--- src/rtl/framed_packet_decoder_top_macros.svh ---
// assertion macros for the framed packet decoder
`ifndef FRAMED_PACKET_DECODER_TOP_MACROS_SVH
`define FRAMED_PACKET_DECODER_TOP_MACROS_SVH

// same-cycle implication, checked out of reset
`define FPD_ASSERT_NOW(lbl, ante, cons, msg) \
	lbl: assert property (@(posedge clk) disable iff (!arst_n) (ante) |-> (cons)) \
		else $error(msg);

// next-cycle implication, checked out of reset
`define FPD_ASSERT_NEXT(lbl, ante, cons, msg) \
	lbl: assert property (@(posedge clk) disable iff (!arst_n) (ante) |=> (cons)) \
		else $error(msg);

`endif

--- src/rtl/fpd_pkg.sv ---
// shared constants, types and crc function for the framed packet decoder
`default_nettype none
package fpd_pkg;

	// frame limits
	localparam int WIRE_MAX    = 514;
	localparam int LOGICAL_MAX = 256;
	localparam int WIRE_MIN    = 9;
	localparam int LOGICAL_MIN = 7;
	localparam int HEADER_LEN  = 5;

	localparam int WIRE_CNT_W = $clog2(WIRE_MAX + 2);
	localparam int LOG_CNT_W  = $clog2(LOGICAL_MAX + 2);
	localparam int HDR_IDX_W  = $clog2(HEADER_LEN);

	// byte codes
	localparam logic [7:0] FLAG_BYTE = 8'h7E;
	localparam logic [7:0] ESC_BYTE  = 8'h7D;
	localparam logic [7:0] ESC_XOR   = 8'h20;

	localparam logic [7:0] PAYLOAD_LIMIT_RST = 8'd249;

	// crc-16/modbus, reflected
	localparam logic [15:0] CRC_INIT = 16'hFFFF;
	localparam logic [15:0] CRC_POLY = 16'hA001;

	typedef enum logic [2:0] {
		ST_OK       = 3'd0,
		ST_WIRE_LEN = 3'd1,
		ST_FLAG     = 3'd2,
		ST_ESCAPE   = 3'd3,
		ST_LENGTH   = 3'd4,
		ST_CRC      = 3'd5,
		ST_LIMIT    = 3'd6
	} fpd_status_t;

	typedef enum logic {
		KIND_PAYLOAD = 1'b0,
		KIND_SUMMARY = 1'b1
	} fpd_kind_t;

	typedef struct packed {
		logic [7:0] wire_byte;
		logic       end_of_frame;
	} fpd_item_t;

	typedef struct packed {
		fpd_kind_t   kind;
		logic [7:0]  data_byte;
		fpd_status_t status;
		logic [7:0]  device_id;
		logic [7:0]  function_code;
		logic [15:0] sequence_res;
		logic [7:0]  payload_count;
	} fpd_result_t;

	// one byte of crc update, eight shift steps
	function automatic logic [15:0] crc16_byte(input logic [15:0] crc_in, input logic [7:0] b);
		logic [15:0] c;
		c = crc_in ^ {8'h00, b};
		for (int k = 0; k < 8; k++) begin
			c = c[0] ? ((c >> 1) ^ CRC_POLY) : (c >> 1);
		end
		return c;
	endfunction

endpackage
`default_nettype wire

--- src/rtl/fpd_ifs.sv ---
// valid/ready channel interfaces for wire bytes, results and configuration
`default_nettype none

interface fpd_in_if;
	logic       valid;
	logic       ready;
	logic [7:0] wire_byte;
	logic       end_of_frame;
	modport source(output valid, output wire_byte, output end_of_frame, input ready);
	modport sink(input valid, input wire_byte, input end_of_frame, output ready);
endinterface

interface fpd_out_if;
	logic        valid;
	logic        ready;
	logic        kind;
	logic [7:0]  data_byte;
	logic [2:0]  status;
	logic [7:0]  device_id;
	logic [7:0]  function_code;
	logic [15:0] sequence_res;
	logic [7:0]  payload_count;
	modport source(output valid, output kind, output data_byte, output status,
		output device_id, output function_code, output sequence_res,
		output payload_count, input ready);
	modport sink(input valid, input kind, input data_byte, input status,
		input device_id, input function_code, input sequence_res,
		input payload_count, output ready);
endinterface

interface fpd_cfg_if;
	logic       valid;
	logic       ready;
	logic [7:0] payload_limit;
	modport source(output valid, output payload_limit, input ready);
	modport sink(input valid, input payload_limit, output ready);
endinterface

`default_nettype wire

--- src/rtl/fpd_decode_core.sv ---
// per-frame state and combinational unstuffing, crc and frame checks
`default_nettype none
module fpd_decode_core import fpd_pkg::*; (
	input  wire logic        clk,
	input  wire logic        arst_n,
	input  wire logic        step,
	input  wire fpd_item_t   item,
	input  wire logic [7:0]  payload_limit,
	output logic             res_valid,
	output fpd_result_t      res
);

	logic [WIRE_CNT_W-1:0] wire_cnt_q, wire_cnt_inc;
	logic [LOG_CNT_W-1:0]  log_cnt_q, log_cnt_d;
	logic                  esc_q, esc_d;
	logic [15:0]           crc_q, crc_d;
	fpd_status_t           err_q, err_d;
	logic [7:0]            delay_q [2];
	logic [7:0]            header_q [HEADER_LEN];

	logic                  first, lc_full, push, shift, crc_en, emit, hdr_wr;
	logic [7:0]            unesc, push_val;
	logic [LOG_CNT_W-1:0]  lc_minus_one, lc_minus_min;
	fpd_status_t           sum_status;

	// unstuffing, counters and crc next state
	always_comb begin
		first        = (wire_cnt_q == '0);
		wire_cnt_inc = (wire_cnt_q <= WIRE_CNT_W'(WIRE_MAX)) ? wire_cnt_q + 1'b1 : wire_cnt_q;
		unesc        = item.wire_byte ^ ESC_XOR;
		lc_full      = (log_cnt_q >= LOG_CNT_W'(LOGICAL_MAX));
		push         = 1'b0;
		push_val     = item.wire_byte;
		esc_d        = esc_q;
		err_d        = err_q;
		if (first && item.wire_byte != FLAG_BYTE && !item.end_of_frame) begin
			err_d = ST_FLAG;
		end
		if (!item.end_of_frame && !first) begin
			if (esc_q) begin
				esc_d = 1'b0;
				if (unesc == FLAG_BYTE || unesc == ESC_BYTE) begin
					push     = 1'b1;
					push_val = unesc;
				end else if (err_q == ST_OK) begin
					err_d = ST_ESCAPE;
				end
			end else if (item.wire_byte == ESC_BYTE) begin
				esc_d = 1'b1;
			end else begin
				push = 1'b1;
			end
		end
		shift  = push && !lc_full;
		crc_en = shift && (log_cnt_q >= LOG_CNT_W'(2));
		emit   = crc_en && (log_cnt_q >= LOG_CNT_W'(HEADER_LEN + 2)) && (err_q == ST_OK);
		hdr_wr = shift && (log_cnt_q < LOG_CNT_W'(HEADER_LEN));
		if (push) begin
			log_cnt_d = lc_full ? LOG_CNT_W'(LOGICAL_MAX + 1) : log_cnt_q + 1'b1;
		end else begin
			log_cnt_d = log_cnt_q;
		end
		crc_d = crc_en ? crc16_byte(crc_q, delay_q[0]) : crc_q;
	end

	// end-of-frame checks in priority order
	always_comb begin
		lc_minus_one = log_cnt_q - 1'b1;
		lc_minus_min = log_cnt_q - LOG_CNT_W'(LOGICAL_MIN);
		if (wire_cnt_inc < WIRE_CNT_W'(WIRE_MIN) || wire_cnt_inc > WIRE_CNT_W'(WIRE_MAX)) begin
			sum_status = ST_WIRE_LEN;
		end else if (err_q == ST_FLAG || item.wire_byte != FLAG_BYTE) begin
			sum_status = ST_FLAG;
		end else if (err_q == ST_ESCAPE || esc_q) begin
			sum_status = ST_ESCAPE;
		end else if (log_cnt_q < LOG_CNT_W'(LOGICAL_MIN) ||
				log_cnt_q > LOG_CNT_W'(LOGICAL_MAX) ||
				LOG_CNT_W'(header_q[0]) != lc_minus_one) begin
			sum_status = ST_LENGTH;
		end else if (crc_q != {delay_q[0], delay_q[1]}) begin
			sum_status = ST_CRC;
		end else if (lc_minus_min > LOG_CNT_W'(payload_limit)) begin
			sum_status = ST_LIMIT;
		end else begin
			sum_status = ST_OK;
		end
	end

	// result selection
	always_comb begin
		res       = '0;
		res_valid = 1'b0;
		if (item.end_of_frame) begin
			res_valid  = step;
			res.kind   = KIND_SUMMARY;
			res.status = sum_status;
			if (sum_status == ST_OK) begin
				res.device_id     = header_q[1];
				res.function_code = header_q[2];
				res.sequence_res  = {header_q[3], header_q[4]};
				res.payload_count = lc_minus_min[7:0];
			end
		end else if (emit) begin
			res_valid     = step;
			res.kind      = KIND_PAYLOAD;
			res.data_byte = delay_q[0];
		end
	end

	// frame control state, cleared after each summary
	always_ff @(posedge clk or negedge arst_n) begin
		if (!arst_n) begin
			wire_cnt_q <= '0;
			log_cnt_q  <= '0;
			esc_q      <= 1'b0;
			crc_q      <= CRC_INIT;
			err_q      <= ST_OK;
		end else if (step) begin
			if (item.end_of_frame) begin
				wire_cnt_q <= '0;
				log_cnt_q  <= '0;
				esc_q      <= 1'b0;
				crc_q      <= CRC_INIT;
				err_q      <= ST_OK;
			end else begin
				wire_cnt_q <= wire_cnt_inc;
				log_cnt_q  <= log_cnt_d;
				esc_q      <= esc_d;
				crc_q      <= crc_d;
				err_q      <= err_d;
			end
		end
	end

	// two-byte delay line and header capture
	always_ff @(posedge clk) begin
		if (step && shift) begin
			delay_q[0] <= delay_q[1];
			delay_q[1] <= push_val;
			if (hdr_wr) begin
				header_q[log_cnt_q[HDR_IDX_W-1:0]] <= push_val;
			end
		end
	end

endmodule
`default_nettype wire

--- src/rtl/framed_packet_decoder_top.sv ---
// Framed packet decoder: takes one stuffed wire byte per transaction and returns
// provisional payload bytes and one summary per frame. A new byte is accepted
// every clock cycle while results are taken; a byte's result passes through the input
// register and then the result register. The rate is set by the byte-wide crc-16
// update and frame checks, done combinationally between the two registers. Payload
// bytes trail the logical byte stream by two bytes, so the crc bytes are never
// emitted. The user must write payload_limit only while the block is idle; the block
// itself does not enforce this.
`default_nettype none
`include "framed_packet_decoder_top_macros.svh"
module framed_packet_decoder_top import fpd_pkg::*; (
	input  wire logic  clk,
	input  wire logic  arst_n,
	fpd_in_if.sink     wire_ch,
	fpd_out_if.source  result_ch,
	fpd_cfg_if.sink    cfg
);

	logic        valid_s1;
	fpd_item_t   item_s1;
	logic        res_valid_s2;
	fpd_result_t res_s2;
	logic [7:0]  payload_limit_q;

	logic        out_free, advance, core_valid;
	fpd_result_t core_res;

	// handshake control
	assign out_free      = !res_valid_s2 || result_ch.ready;
	assign advance       = valid_s1 && out_free;
	assign wire_ch.ready = !valid_s1 || out_free;
	assign cfg.ready     = 1'b1;

	// configuration register
	always_ff @(posedge clk or negedge arst_n) begin
		if (!arst_n) begin
			payload_limit_q <= PAYLOAD_LIMIT_RST;
		end else if (cfg.valid) begin
			payload_limit_q <= cfg.payload_limit;
		end
	end

	// input register
	always_ff @(posedge clk or negedge arst_n) begin
		if (!arst_n) begin
			valid_s1 <= 1'b0;
		end else if (wire_ch.valid && wire_ch.ready) begin
			valid_s1 <= 1'b1;
		end else if (advance) begin
			valid_s1 <= 1'b0;
		end
	end

	always_ff @(posedge clk) begin
		if (wire_ch.valid && wire_ch.ready) begin
			item_s1.wire_byte    <= wire_ch.wire_byte;
			item_s1.end_of_frame <= wire_ch.end_of_frame;
		end
	end

	fpd_decode_core u_core (
		.clk           (clk),
		.arst_n        (arst_n),
		.step          (advance),
		.item          (item_s1),
		.payload_limit (payload_limit_q),
		.res_valid     (core_valid),
		.res           (core_res)
	);

	// result register
	always_ff @(posedge clk or negedge arst_n) begin
		if (!arst_n) begin
			res_valid_s2 <= 1'b0;
		end else if (out_free) begin
			res_valid_s2 <= core_valid;
		end
	end

	always_ff @(posedge clk) begin
		if (out_free && core_valid) begin
			res_s2 <= core_res;
		end
	end

	assign result_ch.valid         = res_valid_s2;
	assign result_ch.kind          = res_s2.kind;
	assign result_ch.data_byte     = res_s2.data_byte;
	assign result_ch.status        = res_s2.status;
	assign result_ch.device_id     = res_s2.device_id;
	assign result_ch.function_code = res_s2.function_code;
	assign result_ch.sequence_res  = res_s2.sequence_res;
	assign result_ch.payload_count = res_s2.payload_count;

	// checks
	`FPD_ASSERT_NEXT(a_eof_gives_summary, advance && item_s1.end_of_frame, res_valid_s2 && res_s2.kind == KIND_SUMMARY, "end of frame produced no summary")
	`FPD_ASSERT_NEXT(a_stalled_input_held, valid_s1 && !out_free, valid_s1 && $stable(item_s1), "input register lost a stalled transaction")
	`FPD_ASSERT_NOW(a_payload_clean, res_valid_s2 && res_s2.kind == KIND_PAYLOAD, res_s2.status == ST_OK && res_s2.payload_count == 8'd0, "payload result carries summary fields")
	`FPD_ASSERT_NOW(a_reject_zeroed, res_valid_s2 && res_s2.kind == KIND_SUMMARY && res_s2.status != ST_OK, res_s2.device_id == 8'd0 && res_s2.sequence_res == 16'd0 && res_s2.payload_count == 8'd0, "rejected frame reports header fields")

endmodule
`default_nettype wire

--- src/flat_wrapper.sv ---
// flat-port wrapper written by rule: the top's interface ports become plain ports
module framed_packet_decoder_top_flat import fpd_pkg::*;
  (clk, arst_n, wire_ch_valid, wire_ch_wire_byte, wire_ch_end_of_frame, wire_ch_ready, result_ch_valid, result_ch_kind, result_ch_data_byte, result_ch_status, result_ch_device_id, result_ch_function_code, result_ch_sequence_res, result_ch_payload_count, result_ch_ready, cfg_valid, cfg_payload_limit, cfg_ready);
  fpd_in_if wire_ch_i ();
  fpd_out_if result_ch_i ();
  fpd_cfg_if cfg_i ();
  input  wire logic clk;
  input  wire logic arst_n;
  input wire logic [$bits(wire_ch_i.valid)-1:0] wire_ch_valid;
  input wire logic [$bits(wire_ch_i.wire_byte)-1:0] wire_ch_wire_byte;
  input wire logic [$bits(wire_ch_i.end_of_frame)-1:0] wire_ch_end_of_frame;
  output wire logic [$bits(wire_ch_i.ready)-1:0] wire_ch_ready;
  output wire logic [$bits(result_ch_i.valid)-1:0] result_ch_valid;
  output wire logic [$bits(result_ch_i.kind)-1:0] result_ch_kind;
  output wire logic [$bits(result_ch_i.data_byte)-1:0] result_ch_data_byte;
  output wire logic [$bits(result_ch_i.status)-1:0] result_ch_status;
  output wire logic [$bits(result_ch_i.device_id)-1:0] result_ch_device_id;
  output wire logic [$bits(result_ch_i.function_code)-1:0] result_ch_function_code;
  output wire logic [$bits(result_ch_i.sequence_res)-1:0] result_ch_sequence_res;
  output wire logic [$bits(result_ch_i.payload_count)-1:0] result_ch_payload_count;
  input wire logic [$bits(result_ch_i.ready)-1:0] result_ch_ready;
  input wire logic [$bits(cfg_i.valid)-1:0] cfg_valid;
  input wire logic [$bits(cfg_i.payload_limit)-1:0] cfg_payload_limit;
  output wire logic [$bits(cfg_i.ready)-1:0] cfg_ready;
  assign wire_ch_i.valid = wire_ch_valid;
  assign wire_ch_i.wire_byte = wire_ch_wire_byte;
  assign wire_ch_i.end_of_frame = wire_ch_end_of_frame;
  assign wire_ch_ready = wire_ch_i.ready;
  assign result_ch_valid = result_ch_i.valid;
  assign result_ch_kind = result_ch_i.kind;
  assign result_ch_data_byte = result_ch_i.data_byte;
  assign result_ch_status = result_ch_i.status;
  assign result_ch_device_id = result_ch_i.device_id;
  assign result_ch_function_code = result_ch_i.function_code;
  assign result_ch_sequence_res = result_ch_i.sequence_res;
  assign result_ch_payload_count = result_ch_i.payload_count;
  assign result_ch_i.ready = result_ch_ready;
  assign cfg_i.valid = cfg_valid;
  assign cfg_i.payload_limit = cfg_payload_limit;
  assign cfg_ready = cfg_i.ready;
  framed_packet_decoder_top u_core (.clk(clk), .arst_n(arst_n), .wire_ch(wire_ch_i), .result_ch(result_ch_i), .cfg(cfg_i));
endmodule
--- config.mk ---
export PLATFORM = sky130hd
export DESIGN_NAME = framed_packet_decoder_top_flat
export DESIGN_NICKNAME = d
export VERILOG_FILES = /design/src/rtl/fpd_pkg.sv /design/src/rtl/fpd_ifs.sv /design/src/rtl/fpd_decode_core.sv /design/src/rtl/framed_packet_decoder_top.sv /design/src/flat_wrapper.sv
export VERILOG_INCLUDE_DIRS = /design/src /design/src/rtl
export SDC_FILE = /design/constraint.sdc
export NUM_CORES = 1
export LEC_CHECK = 0
export ABC_AREA = 1
export BUFFER_PORTS_ARGS = -buffer_cell sky130_fd_sc_hd__buf_2
export CORE_ASPECT_RATIO = 0.6
export CORE_MARGIN = 2
export CORE_UTILIZATION = 30
export CTS_BUF_LIST = sky130_fd_sc_hd__clkbuf_8
export CTS_CLUSTER_SIZE = 14
export DETAILED_ROUTE_END_ITERATION = 6
export PLACE_DENSITY = 0.47
export SYNTH_ARGS = -nofsm -noshare
export SYNTH_HDL_FRONTEND = slang
export SYNTH_SLANG_ARGS = --single-unit
--- constraint.sdc ---
create_clock -name clk -period 6.08 [get_ports clk]
set_input_delay 1.216 -clock clk [delete_from_list [all_inputs] [get_ports clk]]
set_output_delay 1.216 -clock clk [all_outputs]
set_load 0.02 [all_outputs]
======== Yosys cells after proc, flatten, opt, wreduce, memory -nomap -nowiden ========
Memory sizes are Yosys's and may differ from the RTL's. A register that Yosys moved wholly into a read port is not among the register bits.
Cells that the tools add are included.
operators by class
  add/subtract/negate cells ............... 4
  $lt $le $gt $ge ......................... 10
  equal/unequal tests ..................... 8
  mux-type cells .......................... 47
  bitwise operators ....................... 11
  reduce and logical (&&, ||, !) cells .... 41
operators with widths
  operator                                                            number
  2-to-1 mux 16 bit                                                   10
  2-to-1 mux 3 bit                                                    12
  2-to-1 mux 9 bit                                                    3
  == test 8 x 7 -> 1 bit (second input constant)                      3
  inverter 2 -> 3 bit                                                 8
  2-to-1 mux 10 bit                                                   2
  less-than comparator 9 x 3 -> 1 bit (second input constant)         2
  2-to-1 mux 6 bit                                                    3
  2-to-1 mux 1 bit                                                    17
  inequality test 16 bit                                              1
  XOR 16 x 8 -> 16 bit                                                1
  logical AND 1 bit                                                   12
  adder 10 x 1 -> 10 bit (second input constant)                      1
  greater-than comparator 10 bit (second input constant)              1
  less-or-equal comparator 10 bit (second input constant)             1
  logical NOT 10 bit                                                  1
  less-than comparator 10 x 4 -> 1 bit (second input constant)        1
  adder 9 x 1 -> 9 bit (second input constant)                        1
  greater-or-equal comparator 9 x 2 -> 1 bit (second input constant)  1
  greater-or-equal comparator 9 x 3 -> 1 bit (second input constant)  1
  greater-or-equal comparator 9 bit (second input constant)           1
  greater-than comparator 9 x 8 -> 1 bit                              1
  greater-than comparator 9 bit (second input constant)               1
  logical NOT 1 bit                                                   9
  11 further kinds                                                    27
storage, ports and cells
  register bits after elaboration ......... 78
  memory bits (writable) .................. 56
  input bits .............................. 22
  output and inout port bits .............. 55
  word-level logic and storage cells ...... 137
  memories ................................ 2
memory list
  memory                  depth  bits a word  rd ports  clocked after memory_dff  wr ports  RTL line               text
  u_core.u_core.header_q  5      8            5         4                         1         fpd_decode_core.sv:19  logic [7:0] header_q [HEADER_LEN];
  u_core.u_core.delay_q   2      8            2         0                         2         fpd_decode_core.sv:18  logic [7:0] delay_q [2];

======== Depth between registers and ports, before layout ========
An unclocked memory read counts as a cell.
  depth after elaboration ................. 20
  depth in mapped cells ................... 25
  gate-level depth less buffers ........... 24

======== By module ========
Synthesis repeated with hierarchy kept, for this count alone.
unflattened totals
  cell total of the unflattened synthesis .. 800
  area, all modules ....................... 7970.1 µm²
modules (own cells, without submodules)
  module                     instances  cells each  area an instance (µm²)  sequential area each (µm²)
  fpd_decode_core            1          689         5706.7                  2677.6
  framed_packet_decoder_top  1          111         2263.4                  2089.5

======== Least setup slack after synthesis ========
Ideal clock, no wire load.
  path type ............................... reg2reg
  start ................................... register u_core.u_core.log_cnt_q[6]
  end ..................................... register u_core.result_ch.data_byte[0] (netlist name)
  setup time .............................. 0.536 ns
  data arrival time ....................... 5.232 ns
  required time ........................... 5.544 ns
  slack ................................... 0.311 ns
  cell stages (with the launch flop) ...... 11
  path buffers ............................ 1
  clock period less this slack ............ 5.769 ns
  cells stage by stage .................... dfrtp_1 > buf_2 > nor2_1 > nand2_1 > inv_1 > nand2_1 > nor2_1 > nor4_1 > nor4_1 > nand3_1 > o21ai_0
between the ends
  cells in the longest elaborated chain, start to end .. 9
  elaborated cells on any way between the ends .. 11
  classes of those cells .................. order compare (3); mux (2); reduce/logical (6)
ends and longest elaborated chain
  item                                RTL line                         text
  from (decl)                         fpd_decode_core.sv:14            logic [LOG_CNT_W-1:0] log_cnt_q, log_cnt_d;
  from (signal assigned)              fpd_decode_core.sv:127           log_cnt_q <= log_cnt_d;
  greater-or-equal comparator 9 bit   fpd_decode_core.sv:31            lc_full = (log_cnt_q >= LOG_CNT_W'(LOGICAL_MAX));
  logical NOT 1 bit                   fpd_decode_core.sv:54            shift = push && !lc_full;
  logical AND 1 bit                   fpd_decode_core.sv:54
  logical AND 1 bit                   fpd_decode_core.sv:55            crc_en = shift && (log_cnt_q >= LOG_CNT_W'(2));
  logical AND 1 bit (*) (2 in a row)  fpd_decode_core.sv:56            emit = crc_en && (log_cnt_q >= LOG_CNT_W'(HEADER_LEN + 2)) && (err_q == ST_OK);
  2-to-1 mux 1 bit (*)                fpd_decode_core.sv:103           end else if (emit) begin
  2-to-1 mux 1 bit (*)                fpd_decode_core.sv:93            if (item.end_of_frame) begin
  logical AND 1 bit (*)               framed_packet_decoder_top.sv:81  if (out_free && core_valid) begin
Mark *: on every way between the ends. The rest lies on a longest branch, timed or not.
A chain may end at the register's enable or synchronous reset.

======== Final worst setup path ========
  start ................................... register u_core.u_core.log_cnt_q[0]
  end ..................................... register u_core.result_ch.sequence_res[8] (netlist name)
between the ends
  cells in the longest elaborated chain, start to end .. 11
  elaborated cells on any way between the ends .. 28
  classes of those cells .................. add/sub (2); order compare (6); eq/ne (1); mux (8); reduce/logical (11)
ends and longest elaborated chain
  item                                     RTL line               text
  subtractor 9 x 3 -> 9 bit                fpd_decode_core.sv:69  lc_minus_min = log_cnt_q - LOG_CNT_W'(LOGICAL_MIN);
  named net u_core.u_core.lc_minus_min[6]  fpd_decode_core.sv:23  logic [LOG_CNT_W-1:0] lc_minus_one, lc_minus_min;
  greater-than comparator 9 x 8 -> 1 bit   fpd_decode_core.sv:82  end else if (lc_minus_min > LOG_CNT_W'(payload_limit)) begin
  2-to-1 mux 3 bit                         fpd_decode_core.sv:82
  2-to-1 mux 3 bit                         fpd_decode_core.sv:80  end else if (crc_q != {delay_q[0], delay_q[1]}) begin
  2-to-1 mux 3 bit                         fpd_decode_core.sv:76  end else if (log_cnt_q < LOG_CNT_W'(LOGICAL_MIN) ||
  2-to-1 mux 3 bit                         fpd_decode_core.sv:74  end else if (err_q == ST_ESCAPE || esc_q) begin
  2-to-1 mux 3 bit                         fpd_decode_core.sv:72  end else if (err_q == ST_FLAG || item.wire_byte != FLAG_BYTE) begin
  2-to-1 mux 3 bit                         fpd_decode_core.sv:70  if (wire_cnt_inc < WIRE_CNT_W'(WIRE_MIN) || wire_cnt_inc > WIRE_CNT_W'(WIRE_MAX)) begin
  logical NOT 3 bit                        fpd_decode_core.sv:97  if (sum_status == ST_OK) begin
  AND reduction 2 bit (no source line)     n/a
  logical NOT 1 bit (no source line)       n/a
The timed path passes the listed nets, and every way through them passes these cells.

==> key figures <==
Die
  – Die Ht: about 130 µm
  – Core Region: roughly 26000 µm²
  – Row Count: 46
  – Initial core utilization: 30.5%
  – Ports: 77
  – Die Area: about 28000 µm²
  – Die W: between 200 and 250 µm

Final layout
  – Register area: 4770 µm²
  – Layout cells sized above 1: a little over a fifth
  – Fillcell total: roughly 2700
  – Commonest non-fill, non-tap cell in the layout: nand2_1
  – P&R area growth vs syn: 14.7%
  – Antenna Cells: 0
  – Nets@finish: 940
  – Most frequent cells in the layout: nand2_1, inv_1, edfxtp_1, buf_2, nor2_1
  – Fin util: a little over a third
  – Footprint of the multi-input gates: around 2600 µm²
  – Finished Layout Cells: between 1000 and 1500
  – Final instance area: about 9200 µm²

Synth
  – Synth Net Count: 856
  – Yosys cell types: 42
  – Syn Area/Cell: roughly 9.8 µm²
  – Synth warnings: 0
  – Ys flop type: edfxtp_1
  – Post-Syn Area: between 8000 and 9000 µm²
  – Largest cells by area after synthesis: edfxtp_1, dfrtp_1, nand2_1, dfstp_2, inv_1
  – Synth area leader: edfxtp_1
  – Top cell type's share of synthesized area: a little over two fifths
  – Sequential-to-total area share from yosys stat: 59.2%
  – Number of synthesized flops with an enable pin: 117
  – Post-Syn Instances: 820
  – Post-synth ARST share: between 20% and 30%
  – Synthesized flop and latch total: approximately 170

Min path
  – Worst min-delay path class: register to register
  – Hold Path Depth: 0

Place
  – Hpwl dp: about 14000 µm
  – Placed Area: 8830 µm²
  – Port bufs: 75
  – GP Congestion: between 0.8 and 0.9
  – Placed Instances: between 1000 and 1500

Route
  – Antenna-violating nets left: 0
  – Via density: 4.38
  – Wire length per cell: about 15 µm
  – Initial DRC Count: just over 400
  – Via count: roughly 5600
  – DRT Pass-1 Iters: 5
  – Residual DRC count: 0
  – Total wire length: around 19000 µm

Clocking
  – # resized after CTS: 0
  – Longest Clk Path Bufs: 2
  – TritonCTS Buffers: 17
  – # Post-CTS Setup Buffers: 0
  – CTS HTree Levels: 4
  – Sink Count: roughly 170
  – CTS root buffer: clkbuf_8
  – Worst skew pair latency: between 0.4 and 0.5 ns
  – Post-CTS Hold Buffers: 0
  – CTS tree: yes
  – Worst-path clk slew: 0.10 ns

Setup path
  – Worst Setup End Kind: register
  – Critical path origin: u_core.u_core.log_cnt_q[0]
  – Crit-path slowest cell: dfrtp_1
  – Worst reg2reg endpoint: u_core.result_ch.sequence_res[8]
  – Crit path largest cell delay: between 0.5 and 0.6 ns
  – Reg2Reg Launch Point: u_core.u_core.log_cnt_q[0]
  – Setup CP Type: register to register
  – Most frequent CP cell: nand2_1
  – R2r setup slk: between 2 and 2.5 ns
  – Startpoint Class: register
  – Critical Path End: u_core.result_ch.sequence_res[8]
  – Crit path max fanout: 40
  – WP data required: between 6 and 7 ns
  – FF-to-FF path depth: 23
  – Worst path cell trace: ha_1 -> nand2_1 -> inv_1 -> nor2_1 -> inv_1 -> nor2_1 -> nand2_1 -> xor2_1 -> inv_1 -> ha_1 -> nand2_1 -> inv_1 -> nand2_1 -> nand2_1 -> nand2_1 -> nand2_1 -> nand2_1 -> nand2_1 -> nor2_1 -> nor2_1 -> o21ai_2 -> nand2_4 -> nor2_2
  – CP arrival: slightly above 4 ns

Run status
  – Run status: finished, final reports clean

Power
  – Max IR drop VDD: around 160 µV
  – Leakage: a little over 0.004 µW
  – Pwr Density: 343 nW/µm²

Timing
  – Setup TNS Final: 0 ns
  – Final hold violations: 0
  – Worst clock skew: roughly 0.019 ns
  – Max Fclk: 0.261 GHz
  – Worst slew pin tran: around 1.1 ns
  – Tcrit/Tclk final: 63.1%
  – Final setup fails: 0
  – Count of pins over their slew limit: 0
  – Min Hold Slack: 0.491 ns
  – Final worst path period need: between 3 and 4 ns
  – RSZ-0062 raised after global routing: false
  – Slew headroom: between 20 and 30%

Global route
  – First-pass GRT wire length: roughly 30000 µm
  – Gr ovfl total: 0
  – Initial antenna violation count: 0
  – Pin count of the biggest net entering global routing: 50
  – Vias in the first global route: around 5400
  – Total GRT Usage: between 10% and 20%

Run
  – Max-Cap Viols: 0
## area by class of cell
type,count,share of cell area [%]
inverter,148,6.02
clock buffer,17,2.53
multi-input combinational,489,28.5
timing repair buffer,82,4.64
tap,360,4.88
clock inverter,15,1.76
sequential,166,51.6
## worst max-delay path: cells and delay by family, from the launching register on
family,cells,cell delay (ns)
and+or+nand+nor,15,1.72
adders and majority gates,2,0.56
DFF,1,0.51
xor gates and xnor gates,1,0.31
buffers and inverters,4,0.30
AOI/OAI and AO/OA,1,0.09
## how the worst min path moves through the flow
stage,slack [ns],start,to
6_report,0.49,u_core.u_core.delay_q[0][14],u_core.u_core.delay_q[0][6]
5_1_grt,0.51,u_core.u_core.delay_q[0][14],u_core.u_core.delay_q[0][6]
4_1_cts,0.49,u_core.u_core.delay_q[0][14],u_core.u_core.delay_q[0][6]
3_5_place_dp,0.48,u_core.u_core.delay_q[0][14],u_core.u_core.delay_q[0][6]
3_3_place_gp,0.48,u_core.u_core.delay_q[0][14],u_core.u_core.delay_q[0][6]
2_1_floorplan,0.45,u_core.u_core.delay_q[0][8],u_core.u_core.delay_q[0][0]
## registers in the layout (all words and copies together), names as in the netlist, 8 cells and up
signal and flops:
u_core.item_s1 9, u_core.payload_limit_q 8, u_core.result_ch.data_byte 8, u_core.result_ch.device_id 8, u_core.result_ch.function_code 8, u_core.result_ch.payload_count 8, u_core.result_ch.sequence_res 16, u_core.u_core.crc_q 16
u_core.u_core.delay_q 16, u_core.u_core.header_q 40, u_core.u_core.log_cnt_q 9, u_core.u_core.wire_cnt_q 10
## kinds of logic after synthesis
group | Yosys count | share of synthesized area, %
XOR/XNOR | 44 | 4.79
adder cells (fa/ha/maj) | 14 | 2.18
AND/OR/NAND/NOR | 361 | 20.3
flip-flops | 166 | 59.2
AO/OA/AOI/OAI | 68 | 5.01
buffers and inverters | 165 | 8.27
multiplexers | 1 | 0.140
other | 1 | 0.0466
## metrics by stage
stage                     setup WS [ns]  total power [µW]
after detailed placement           1.97              2370
final                              2.24              3160
after global placement             2.07              2380
after floorplan                   0.311              2130
after global routing               1.80              3380
after CTS                          2.24              3200
## layer usage
layer / global-route usage (%) / part of all wire [%] / up-vias
met3: 3.24 / 4.4 / 19
met4: 4.62 / 1.2 / 0
met5: 0 / 0 / -
met2: 19.3 / 40 / 115
li1: - / - / 2812
met1: 21.5 / 55 / 2641
## power by group
group	switching [µW]	internal (µW)	total (µW)
registers	117	1380	1500
clock network	473	343	815
logic	564	288	852
total	1150	2010	3160
## cell usage after synthesis (12+ instances only)
library cell and instances:
ha_1 14, dfrtp_1 27, nand2_1 163, inv_1 142, xnor2_1 23, a21oi_1 15, nand4_1 12, xor2_1 21
edfxtp_1 117, dfstp_2 22, o21ai_0 23, nor2_2 46, nor2_1 69, nand3_1 50
No activity file was read; power rests on OpenSTA's default activity.
